File: config.mk
export PLATFORM = sky130hd
export DESIGN_NAME = compressed_instruction_expander
export DESIGN_NICKNAME = d
export VERILOG_FILES = /design/src/cie_pkg.sv /design/src/cie_expand.sv /design/src/cie_out_reg.sv /design/src/compressed_instruction_expander.sv
export SDC_FILE = /design/constraint.sdc
export NUM_CORES = 1
export LEC_CHECK = 0
export ABC_CLOCK_PERIOD_IN_PS = 4000
export BUFFER_PORTS_ARGS = -buffer_cell sky130_fd_sc_hd__buf_2
export CAP_MARGIN = 20
export CORE_MARGIN = 3
export CORE_UTILIZATION = 35
export DETAILED_ROUTE_END_ITERATION = 10
export SYNTH_ARGS = -nofsm -noshare
export SYNTH_HDL_FRONTEND = slang
export SYNTH_HIERARCHICAL = 1
export SYNTH_SLANG_ARGS = --single-unit
File: constraint.sdc
create_clock -name clk -period 4 [get_ports clk]
set_input_delay 0.8 -clock clk [delete_from_list [all_inputs] [get_ports clk]]
set_output_delay 0.8 -clock clk [all_outputs]
set_load 0.02 [all_outputs]
File: src/cie_pkg.sv
// Shared constants and types for the compressed instruction expander.
// Holds base opcodes, quadrant/funct3 selector codes and the result word type.
// No dependencies.
`default_nettype none

package cie_pkg;

    // Register width of the target; 64 or more selects the RV64C forms.
    localparam int XLEN_BITS = 32;
    localparam bit RV64      = (XLEN_BITS >= 64);

    // Base instruction opcodes.
    localparam logic [6:0] OP_IMM    = 7'h13;
    localparam logic [6:0] OP_IMM_32 = 7'h1B;
    localparam logic [6:0] OP_LOAD   = 7'h03;
    localparam logic [6:0] OP_LOAD_F = 7'h07;
    localparam logic [6:0] OP_STORE  = 7'h23;
    localparam logic [6:0] OP_STOREF = 7'h27;
    localparam logic [6:0] OP_REG    = 7'h33;
    localparam logic [6:0] OP_REG_32 = 7'h3B;
    localparam logic [6:0] OP_LUI    = 7'h37;
    localparam logic [6:0] OP_BRANCH = 7'h63;
    localparam logic [6:0] OP_JAL    = 7'h6F;
    localparam logic [6:0] OP_JALR   = 7'h67;

    // The one fixed word: ebreak.
    localparam logic [31:0] EBREAK_WORD = 32'h0010_0073;

    // Fixed register numbers.
    localparam logic [4:0] REG_ZERO = 5'd0;
    localparam logic [4:0] REG_RA   = 5'd1;
    localparam logic [4:0] REG_SP   = 5'd2;

    // Selector codes: quadrant in the upper two bits, funct3 in the lower three.
    localparam logic [4:0] SEL_ADDI4SPN = 5'b00_000;
    localparam logic [4:0] SEL_FLD      = 5'b00_001;
    localparam logic [4:0] SEL_LW       = 5'b00_010;
    localparam logic [4:0] SEL_FLW_LD   = 5'b00_011;
    localparam logic [4:0] SEL_FSD      = 5'b00_101;
    localparam logic [4:0] SEL_SW       = 5'b00_110;
    localparam logic [4:0] SEL_FSW_SD   = 5'b00_111;
    localparam logic [4:0] SEL_ADDI     = 5'b01_000;
    localparam logic [4:0] SEL_JAL_ADDIW = 5'b01_001;
    localparam logic [4:0] SEL_LI       = 5'b01_010;
    localparam logic [4:0] SEL_LUI_SP   = 5'b01_011;
    localparam logic [4:0] SEL_MISC_ALU = 5'b01_100;
    localparam logic [4:0] SEL_J        = 5'b01_101;
    localparam logic [4:0] SEL_BEQZ     = 5'b01_110;
    localparam logic [4:0] SEL_BNEZ     = 5'b01_111;
    localparam logic [4:0] SEL_SLLI     = 5'b10_000;
    localparam logic [4:0] SEL_FLDSP    = 5'b10_001;
    localparam logic [4:0] SEL_LWSP     = 5'b10_010;
    localparam logic [4:0] SEL_FLWSP_LDSP = 5'b10_011;
    localparam logic [4:0] SEL_JR_MV_ADD = 5'b10_100;
    localparam logic [4:0] SEL_FSDSP    = 5'b10_101;
    localparam logic [4:0] SEL_SWSP     = 5'b10_110;
    localparam logic [4:0] SEL_FSWSP_SDSP = 5'b10_111;

    // Sub-codes of the miscellaneous ALU group (bits 11:10).
    localparam logic [1:0] ALU_SRLI = 2'b00;
    localparam logic [1:0] ALU_SRAI = 2'b01;
    localparam logic [1:0] ALU_ANDI = 2'b10;
    localparam logic [1:0] ALU_REG  = 2'b11;

    // Register-register sub-codes (bits 6:5).
    localparam logic [1:0] CA_SUB = 2'b00;
    localparam logic [1:0] CA_XOR = 2'b01;
    localparam logic [1:0] CA_OR  = 2'b10;
    localparam logic [1:0] CA_AND = 2'b11;

    // One expanded result word.
    typedef struct packed {
        logic [31:0] word;
        logic        illegal;
    } cie_result_t;

endpackage

`default_nettype wire

File: src/cie_expand.sv
// Combinational expansion of one 16-bit compressed word into its 32-bit form.
// Depends on cie_pkg for opcodes, selector codes and the result type.
`default_nettype none

module cie_expand (
    input  wire logic [15:0]         compressed_word,
    output cie_pkg::cie_result_t     result
);

    logic [4:0]  sel;
    logic [4:0]  rdp;
    logic [4:0]  rs1p;
    logic [4:0]  rd;
    logic [4:0]  rs2;
    logic [11:0] wlsw;
    logic [11:0] dlsd;
    logic [5:0]  shamt;
    logic        shamt_bad;
    logic [11:0] imm6;
    logic [20:0] jimm;
    logic [12:0] bimm;
    logic [9:0]  addi4spn_imm;
    logic [9:0]  addi16sp_imm;
    logic [11:0] imm_fldsp;
    logic [11:0] imm_lwsp;
    logic [11:0] imm_fsdsp;
    logic [11:0] imm_swsp;
    logic [31:0] j_word;
    logic [31:0] b_word;
    logic [2:0]  ca_funct3;
    logic [6:0]  ca_funct7;
    logic [31:0] w;
    logic        ok;

    // Operand fields and immediates taken straight from the compressed word.
    always_comb
    begin
        sel       = {compressed_word[1:0], compressed_word[15:13]};
        rdp       = {2'b01, compressed_word[4:2]};
        rs1p      = {2'b01, compressed_word[9:7]};
        rd        = compressed_word[11:7];
        rs2       = compressed_word[6:2];
        wlsw      = {5'b0, compressed_word[5], compressed_word[12:10], compressed_word[6], 2'b0};
        dlsd      = {4'b0, compressed_word[6:5], compressed_word[12:10], 3'b0};
        shamt     = {compressed_word[12], compressed_word[6:2]};
        shamt_bad = !cie_pkg::RV64 && compressed_word[12];
        imm6      = {{7{compressed_word[12]}}, compressed_word[6:2]};
        jimm      = {{10{compressed_word[12]}}, compressed_word[8], compressed_word[10:9],
                     compressed_word[6], compressed_word[7], compressed_word[2],
                     compressed_word[11], compressed_word[5:3], 1'b0};
        bimm      = {{5{compressed_word[12]}}, compressed_word[6:5], compressed_word[2],
                     compressed_word[11:10], compressed_word[4:3], 1'b0};
        addi4spn_imm = {compressed_word[10:7], compressed_word[12:11], compressed_word[5],
                        compressed_word[6], 2'b0};
        addi16sp_imm = {compressed_word[12], compressed_word[4:3], compressed_word[5],
                        compressed_word[2], compressed_word[6], 4'b0};
        imm_fldsp = {3'b0, compressed_word[4:2], compressed_word[12], compressed_word[6:5], 3'b0};
        imm_lwsp  = {4'b0, compressed_word[3:2], compressed_word[12], compressed_word[6:4], 2'b0};
        imm_fsdsp = {3'b0, compressed_word[9:7], compressed_word[12:10], 3'b0};
        imm_swsp  = {4'b0, compressed_word[8:7], compressed_word[12:9], 2'b0};
    end

    // Jump and branch layouts; the jump's link register is chosen below.
    always_comb
    begin
        j_word = {jimm[20], jimm[10:1], jimm[11], jimm[19:12], cie_pkg::REG_ZERO,
                  cie_pkg::OP_JAL};
        b_word = {bimm[12], bimm[10:5], cie_pkg::REG_ZERO, rs1p, 3'b000, bimm[4:1], bimm[11],
                  cie_pkg::OP_BRANCH};
    end

    // Register-register group: subtract uses the alternate funct7.
    always_comb
    begin
        ca_funct7 = (compressed_word[6:5] == cie_pkg::CA_SUB) ? 7'h20 : 7'h00;
        case (compressed_word[6:5])
            cie_pkg::CA_SUB: ca_funct3 = 3'b000;
            cie_pkg::CA_XOR: ca_funct3 = 3'b100;
            cie_pkg::CA_OR:  ca_funct3 = 3'b110;
            cie_pkg::CA_AND: ca_funct3 = 3'b111;
            default:         ca_funct3 = 3'b000;
        endcase
    end

    // Main expansion by quadrant and funct3.
    always_comb
    begin
        w  = 32'h0;
        ok = 1'b1;
        case (sel)
            cie_pkg::SEL_ADDI4SPN:
            begin
                if (addi4spn_imm == 10'h0)
                    ok = 1'b0;
                else
                    w = {2'b0, addi4spn_imm, cie_pkg::REG_SP, 3'b000, rdp, cie_pkg::OP_IMM};
            end
            cie_pkg::SEL_FLD:
                w = {dlsd, rs1p, 3'b011, rdp, cie_pkg::OP_LOAD_F};
            cie_pkg::SEL_LW:
                w = {wlsw, rs1p, 3'b010, rdp, cie_pkg::OP_LOAD};
            cie_pkg::SEL_FLW_LD:
            begin
                if (cie_pkg::RV64)
                    w = {dlsd, rs1p, 3'b011, rdp, cie_pkg::OP_LOAD};
                else
                    w = {wlsw, rs1p, 3'b010, rdp, cie_pkg::OP_LOAD_F};
            end
            cie_pkg::SEL_FSD:
                w = {dlsd[11:5], rdp, rs1p, 3'b011, dlsd[4:0], cie_pkg::OP_STOREF};
            cie_pkg::SEL_SW:
                w = {wlsw[11:5], rdp, rs1p, 3'b010, wlsw[4:0], cie_pkg::OP_STORE};
            cie_pkg::SEL_FSW_SD:
            begin
                if (cie_pkg::RV64)
                    w = {dlsd[11:5], rdp, rs1p, 3'b011, dlsd[4:0], cie_pkg::OP_STORE};
                else
                    w = {wlsw[11:5], rdp, rs1p, 3'b010, wlsw[4:0], cie_pkg::OP_STOREF};
            end
            cie_pkg::SEL_ADDI:
                w = {imm6, rd, 3'b000, rd, cie_pkg::OP_IMM};
            cie_pkg::SEL_JAL_ADDIW:
            begin
                if (cie_pkg::RV64)
                begin
                    if (rd == cie_pkg::REG_ZERO)
                        ok = 1'b0;
                    else
                        w = {imm6, rd, 3'b000, rd, cie_pkg::OP_IMM_32};
                end
                else
                begin
                    w = {j_word[31:12], cie_pkg::REG_RA, j_word[6:0]};
                end
            end
            cie_pkg::SEL_LI:
                w = {imm6, cie_pkg::REG_ZERO, 3'b000, rd, cie_pkg::OP_IMM};
            cie_pkg::SEL_LUI_SP:
            begin
                if (rd == cie_pkg::REG_SP)
                begin
                    // Stack-pointer adjustment by a multiple of sixteen.
                    if (addi16sp_imm == 10'h0)
                        ok = 1'b0;
                    else
                        w = {{2{addi16sp_imm[9]}}, addi16sp_imm, cie_pkg::REG_SP, 3'b000,
                             cie_pkg::REG_SP, cie_pkg::OP_IMM};
                end
                else
                begin
                    if (shamt == 6'h0)
                        ok = 1'b0;
                    else
                        w = {{14{compressed_word[12]}}, compressed_word[12],
                             compressed_word[6:2], rd, cie_pkg::OP_LUI};
                end
            end
            cie_pkg::SEL_MISC_ALU:
            begin
                case (compressed_word[11:10])
                    cie_pkg::ALU_SRLI:
                    begin
                        if (shamt_bad)
                            ok = 1'b0;
                        else
                            w = {6'b0, shamt, rs1p, 3'b101, rs1p, cie_pkg::OP_IMM};
                    end
                    cie_pkg::ALU_SRAI:
                    begin
                        if (shamt_bad)
                            ok = 1'b0;
                        else
                            w = {6'b010000, shamt, rs1p, 3'b101, rs1p, cie_pkg::OP_IMM};
                    end
                    cie_pkg::ALU_ANDI:
                        w = {imm6, rs1p, 3'b111, rs1p, cie_pkg::OP_IMM};
                    default:
                    begin
                        if (!compressed_word[12])
                            w = {ca_funct7, rdp, rs1p, ca_funct3, rs1p, cie_pkg::OP_REG};
                        else if (cie_pkg::RV64 && !compressed_word[6])
                            w = {ca_funct7, rdp, rs1p, 3'b000, rs1p, cie_pkg::OP_REG_32};
                        else
                            ok = 1'b0;
                    end
                endcase
            end
            cie_pkg::SEL_J:
                w = j_word;
            cie_pkg::SEL_BEQZ:
                w = b_word;
            cie_pkg::SEL_BNEZ:
                w = {b_word[31:15], 3'b001, b_word[11:0]};
            cie_pkg::SEL_SLLI:
            begin
                if (shamt_bad)
                    ok = 1'b0;
                else
                    w = {6'b0, shamt, rd, 3'b001, rd, cie_pkg::OP_IMM};
            end
            cie_pkg::SEL_FLDSP:
                w = {imm_fldsp, cie_pkg::REG_SP, 3'b011, rd, cie_pkg::OP_LOAD_F};
            cie_pkg::SEL_LWSP:
            begin
                if (rd == cie_pkg::REG_ZERO)
                    ok = 1'b0;
                else
                    w = {imm_lwsp, cie_pkg::REG_SP, 3'b010, rd, cie_pkg::OP_LOAD};
            end
            cie_pkg::SEL_FLWSP_LDSP:
            begin
                if (cie_pkg::RV64)
                begin
                    if (rd == cie_pkg::REG_ZERO)
                        ok = 1'b0;
                    else
                        w = {imm_fldsp, cie_pkg::REG_SP, 3'b011, rd, cie_pkg::OP_LOAD};
                end
                else
                begin
                    w = {imm_lwsp, cie_pkg::REG_SP, 3'b010, rd, cie_pkg::OP_LOAD_F};
                end
            end
            cie_pkg::SEL_JR_MV_ADD:
            begin
                if (!compressed_word[12])
                begin
                    if (rs2 == cie_pkg::REG_ZERO)
                    begin
                        if (rd == cie_pkg::REG_ZERO)
                            ok = 1'b0;
                        else
                            w = {12'h0, rd, 3'b000, cie_pkg::REG_ZERO, cie_pkg::OP_JALR};
                    end
                    else
                    begin
                        w = {7'h00, rs2, cie_pkg::REG_ZERO, 3'b000, rd, cie_pkg::OP_REG};
                    end
                end
                else if (rs2 == cie_pkg::REG_ZERO)
                begin
                    if (rd == cie_pkg::REG_ZERO)
                        w = cie_pkg::EBREAK_WORD;
                    else
                        w = {12'h0, rd, 3'b000, cie_pkg::REG_RA, cie_pkg::OP_JALR};
                end
                else
                begin
                    w = {7'h00, rs2, rd, 3'b000, rd, cie_pkg::OP_REG};
                end
            end
            cie_pkg::SEL_FSDSP:
                w = {imm_fsdsp[11:5], rs2, cie_pkg::REG_SP, 3'b011, imm_fsdsp[4:0],
                     cie_pkg::OP_STOREF};
            cie_pkg::SEL_SWSP:
                w = {imm_swsp[11:5], rs2, cie_pkg::REG_SP, 3'b010, imm_swsp[4:0],
                     cie_pkg::OP_STORE};
            cie_pkg::SEL_FSWSP_SDSP:
            begin
                if (cie_pkg::RV64)
                    w = {imm_fsdsp[11:5], rs2, cie_pkg::REG_SP, 3'b011, imm_fsdsp[4:0],
                         cie_pkg::OP_STORE};
                else
                    w = {imm_swsp[11:5], rs2, cie_pkg::REG_SP, 3'b010, imm_swsp[4:0],
                         cie_pkg::OP_STOREF};
            end
            default:
                ok = 1'b0;
        endcase
    end

    // Illegal encodings give an all-zero word.
    assign result.word    = ok ? w : 32'h0;
    assign result.illegal = !ok;

endmodule

`default_nettype wire

File: src/cie_out_reg.sv
// Result register of the expander: holds one expanded word while the receiver stalls.
// Depends on cie_pkg for the result type.
`default_nettype none

module cie_out_reg (
    input  wire logic                 clk,
    input  wire logic                 rst_n,
    input  wire logic                 load,
    input  wire logic                 out_stall,
    input  wire cie_pkg::cie_result_t result_in,
    output logic                      out_valid,
    output cie_pkg::cie_result_t      result_out
);

    logic                 valid_reg;
    logic                 valid_next;
    cie_pkg::cie_result_t data_reg;

    // The word stays until taken; a new word may replace one that leaves this cycle.
    always_comb
    begin
        if (load)
            valid_next = 1'b1;
        else if (out_stall)
            valid_next = valid_reg;
        else
            valid_next = 1'b0;
    end

    always_ff @(posedge clk or negedge rst_n)
    begin
        if (!rst_n)
            valid_reg <= 1'b0;
        else
            valid_reg <= valid_next;
    end

    // Payload carries no reset.
    always_ff @(posedge clk)
    begin
        if (load)
            data_reg <= result_in;
    end

    assign out_valid  = valid_reg;
    assign result_out = data_reg;

endmodule

`default_nettype wire

File: src/compressed_instruction_expander.sv
// Top level of the compressed instruction expander: input register, expansion logic
// and result register. Depends on cie_pkg, cie_expand and cie_out_reg.
//
// Usage:
//   The input channel (in_valid, in_stall, compressed_word) takes one 16-bit
//   compressed instruction word per cycle while in_stall is low. The output
//   channel (out_valid, out_stall, expanded_word, is_illegal) returns one
//   32-bit word per input, in order. Reserved, unrecognised and uncompressed
//   encodings give a zero word with is_illegal set.
//   An accepted word waits in the input register, then the expansion logic
//   fills the result register from it.
//   Throughput is one word per cycle while out_stall is low, set by the single
//   pass of expansion logic between the two registers; the input register takes
//   a new word whenever the result register is free or is being emptied.
//   When the receiver stalls, the result register holds its word unchanged
//   and the input register keeps one more word; in_stall rises only when both
//   are full and out_stall is high.
//   Reset, asynchronous and active low, empties both registers; there is no
//   other state.
`default_nettype none

module compressed_instruction_expander (
    input  wire logic        clk,
    input  wire logic        rst_n,
    input  wire logic        in_valid,
    output logic             in_stall,
    input  wire logic [15:0] compressed_word,
    output logic             out_valid,
    input  wire logic        out_stall,
    output logic [31:0]      expanded_word,
    output logic             is_illegal
);

    logic                 word_valid_reg;
    logic                 word_valid_next;
    logic [15:0]          word_reg;
    logic                 in_take;
    logic                 out_load;
    cie_pkg::cie_result_t expanded;
    cie_pkg::cie_result_t result;

    // Handshake of the input register.
    assign out_load = word_valid_reg && (!out_valid || !out_stall);
    assign in_stall = word_valid_reg && out_valid && out_stall;
    assign in_take  = in_valid && !in_stall;

    always_comb
    begin
        if (in_take)
            word_valid_next = 1'b1;
        else if (out_load)
            word_valid_next = 1'b0;
        else
            word_valid_next = word_valid_reg;
    end

    always_ff @(posedge clk or negedge rst_n)
    begin
        if (!rst_n)
            word_valid_reg <= 1'b0;
        else
            word_valid_reg <= word_valid_next;
    end

    always_ff @(posedge clk)
    begin
        if (in_take)
            word_reg <= compressed_word;
    end

    // Expansion of the registered word.
    cie_expand u_expand (
        .compressed_word (word_reg),
        .result          (expanded)
    );

    // Result register towards the receiver.
    cie_out_reg u_out_reg (
        .clk        (clk),
        .rst_n      (rst_n),
        .load       (out_load),
        .out_stall  (out_stall),
        .result_in  (expanded),
        .out_valid  (out_valid),
        .result_out (result)
    );

    assign expanded_word = result.word;
    assign is_illegal    = result.illegal;

endmodule

`default_nettype wire

==> reports/qor.yml <==
status:
  status: "finished, final reports clean"
grt:
  use_met1: 0.245
  gr-usage-met3: 0.0364
  busiest_layer: "met2"
  grt_usage: 0.180
  grt_start_max_net_pins: 35
  grt_pass1_vias: 2511
  grt_pass1_wl_um: 13600
  use_met2: 0.277
  antenna_found_initial: 0
  grt.overflow.total: 0
place:
  place_hpwl_um: 6340
  gp_congestion: 1.07
  port_buffers: 54
  placed_cell_area_um2: 3320
logic_synthesis:
  synth_area_leaders: "edfxtp_1, nor2_1, nand2_1"
  post_synth_num_cell_types: 67
  syn_nets: 316
  synth-edff-count: 49
  syn_avg_cell_area_um2: 10.1
  async_reset_ff_frac: 0.0392
  synth_common_cells: "edfxtp_1, nor2_1, nand2_1, clkbuf_1"
  synth-seq-area-share: 0.510
  synthFlopType: "edfxtp_1"
  yosysMostFrequentCell: "edfxtp_1"
  synth_area_leader_cell: "edfxtp_1"
  yosys_warnings: 6
  synthCells: 296
  ys_ff_latch: 51
  yosys.area.top_type_share: 0.494
  synth.cell_area_um2: 2980
die:
  io_pins: 55
  start_util: 0.361
  die_y_um: 98.3
  rows: 33
  dieArea_um2: 9660
  core_area_um2: 8260
  dieWidth_um: 98.3
cells_and_area:
  final_nets: 359
  syn_to_final_growth_pct: 14.9
  largest_register_ffs: 33
  final_area_um2: 3430
  layout-drive-gt1-share: 0.218
  fill_cells: 854
  n_antenna_cell: 0
worst_setup_path:
  critPathMaxStageDelay_ns: 0.76
  endpoint_kind: "flop"
  setup.worst_path.start_class: "flop"
  required_ns: 4.06
  cp_max_fo: 20
  crit_slowest_cell: "nor2_1"
  crit_type: "flop to flop"
  rrSetupSlack_ns: 1.30
  cp.arrival_ns: 2.76
  cp_cell_sequence: "nor2_1, a41oi_1, or2_1, a221oi_1, nand2_1"
clock_network:
  clock_path_buffers: 2
  cts_tree: "done"
  cts_hold_buf: 0
  cts_root_buf: "clkbuf_8"
  cts_setup_buffers: 0
  h-tree-depth: 2
  clock_latency_ns: 0.30
  clk_pin_slew_ns: 0.09
  ctsResizeCount: 0
  cts_buffers: 5
  cts.sinks: 51
sta:
  setup-violations-final: 0
  maxSlewHeadroom: 0.401
  clock_skew_ns: 0.00739
  max_freq_mhz: 371
  fin_setup_tns_ns: 0
  fin_crit_ns: 2.70
  post-route-period-util: 0.674
  final_max_slew_viol_count: 0
  worst_pin_slew_ns: 0.899
  finalHoldViolCount: 0
  rsz0062_at_grt: "false"
power:
  p_leak_nw: 1.34
  p_per_area_nw_per_um2: 370
  vdd_drop_max_uv: 165
routing:
  viasPerCell: 6.03
  ant_nets: 0
  wl_per_cell_um: 20.0
  vias: 2683
  drc: 0
  drtPass1Iterations: 5
  routed_wl_um: 8890
  drt-initial-drc-count: 447
job:
  maxCapViolations: 0
min_path:
  hold_path.class: "input pin to asynchronous set/reset pin"
[layer usage]
metal | up-vias | wire (µm)
met5 | - | 0
met4 | 0 | 390
met3 | 39 | 836
met2 | 204 | 4090
met1 | 1219 | 3580
li1 | 1221 | -
[per-stage QoR]
step                      worst slack [ns]  hold WS, ns   util  total power, W  std cells
after global routing                  1.16        0.251  0.415         0.00133        445
after detailed placement              1.40        0.571  0.402        0.000983        436
after global placement                1.46        0.538  0.402        0.000983        436
after CTS                             1.39        0.256  0.412         0.00128        444
after floorplan                      0.221        0.504      -        0.000888        296
final                                 1.30        0.265  0.415         0.00127        445
[worst max-delay path, delay by kind of cell, from the launching register on]
family	cells	cell delay [ns]
compound gates	2	0.58
simple gates	3	1.16
flops	1	0.71
[layout make-up]
| type | count | area, µm² | share of cell area |
|---|---|---|---|
| clock inverters | 2 | 12.5 | 0.00365 |
| multi-input cells | 216 | 1350 | 0.394 |
| clock buffers | 6 | 72.6 | 0.0212 |
| well taps | 105 | 131 | 0.0383 |
| repair buffers | 58 | 313 | 0.0913 |
| flip-flops and latches | 51 | 1520 | 0.444 |
| inverters | 7 | 26.3 | 0.00767 |
[report_power, final]
part	internal (W)	switching [W]	total, W
registers	0.000654	0.0000527	0.000707
clock network	0.000123	0.000167	0.000289
logic	0.0000978	0.000174	0.000272
[final timing paths]
| check | from | cells after the start | to |
|---|---|---|---|
| setup / recovery | word_reg[13] | 5 | u_out_reg/result_out[10] |
| hold / removal | rst_n | 1 | u_out_reg/out_valid |
| setup reg to reg | word_reg[13] | 5 | u_out_reg/result_out[10] |
| hold reg to reg | word_valid_reg | 2 | word_valid_reg |
| max in group asynchronous | rst_n | 1 | word_valid_reg |
| min in group clk | word_valid_reg | 2 | word_valid_reg |
[cell usage in the layout (no fill, tap or decap), types with 7 or more instances in the layout]
master	count
a21oi_1	16
buf_2	54
edfxtp_1	49
inv_1	7
nand2_1	24
nand2b_1	11
nand3_1	8
nor2_1	27
nor3_1	7
o21ai_0	16
o21ai_1	13
[cells by family after synthesis]
group | after synthesis | synth area share
AO/OA/AOI/OAI | 102 | 0.239
buffers and inverters | 29 | 0.0407
flip-flops | 51 | 0.510
multiplexers | 1 | 0.00336
AND/OR/NAND/NOR | 113 | 0.207
No activity file was read; power rests on OpenSTA's default activity.
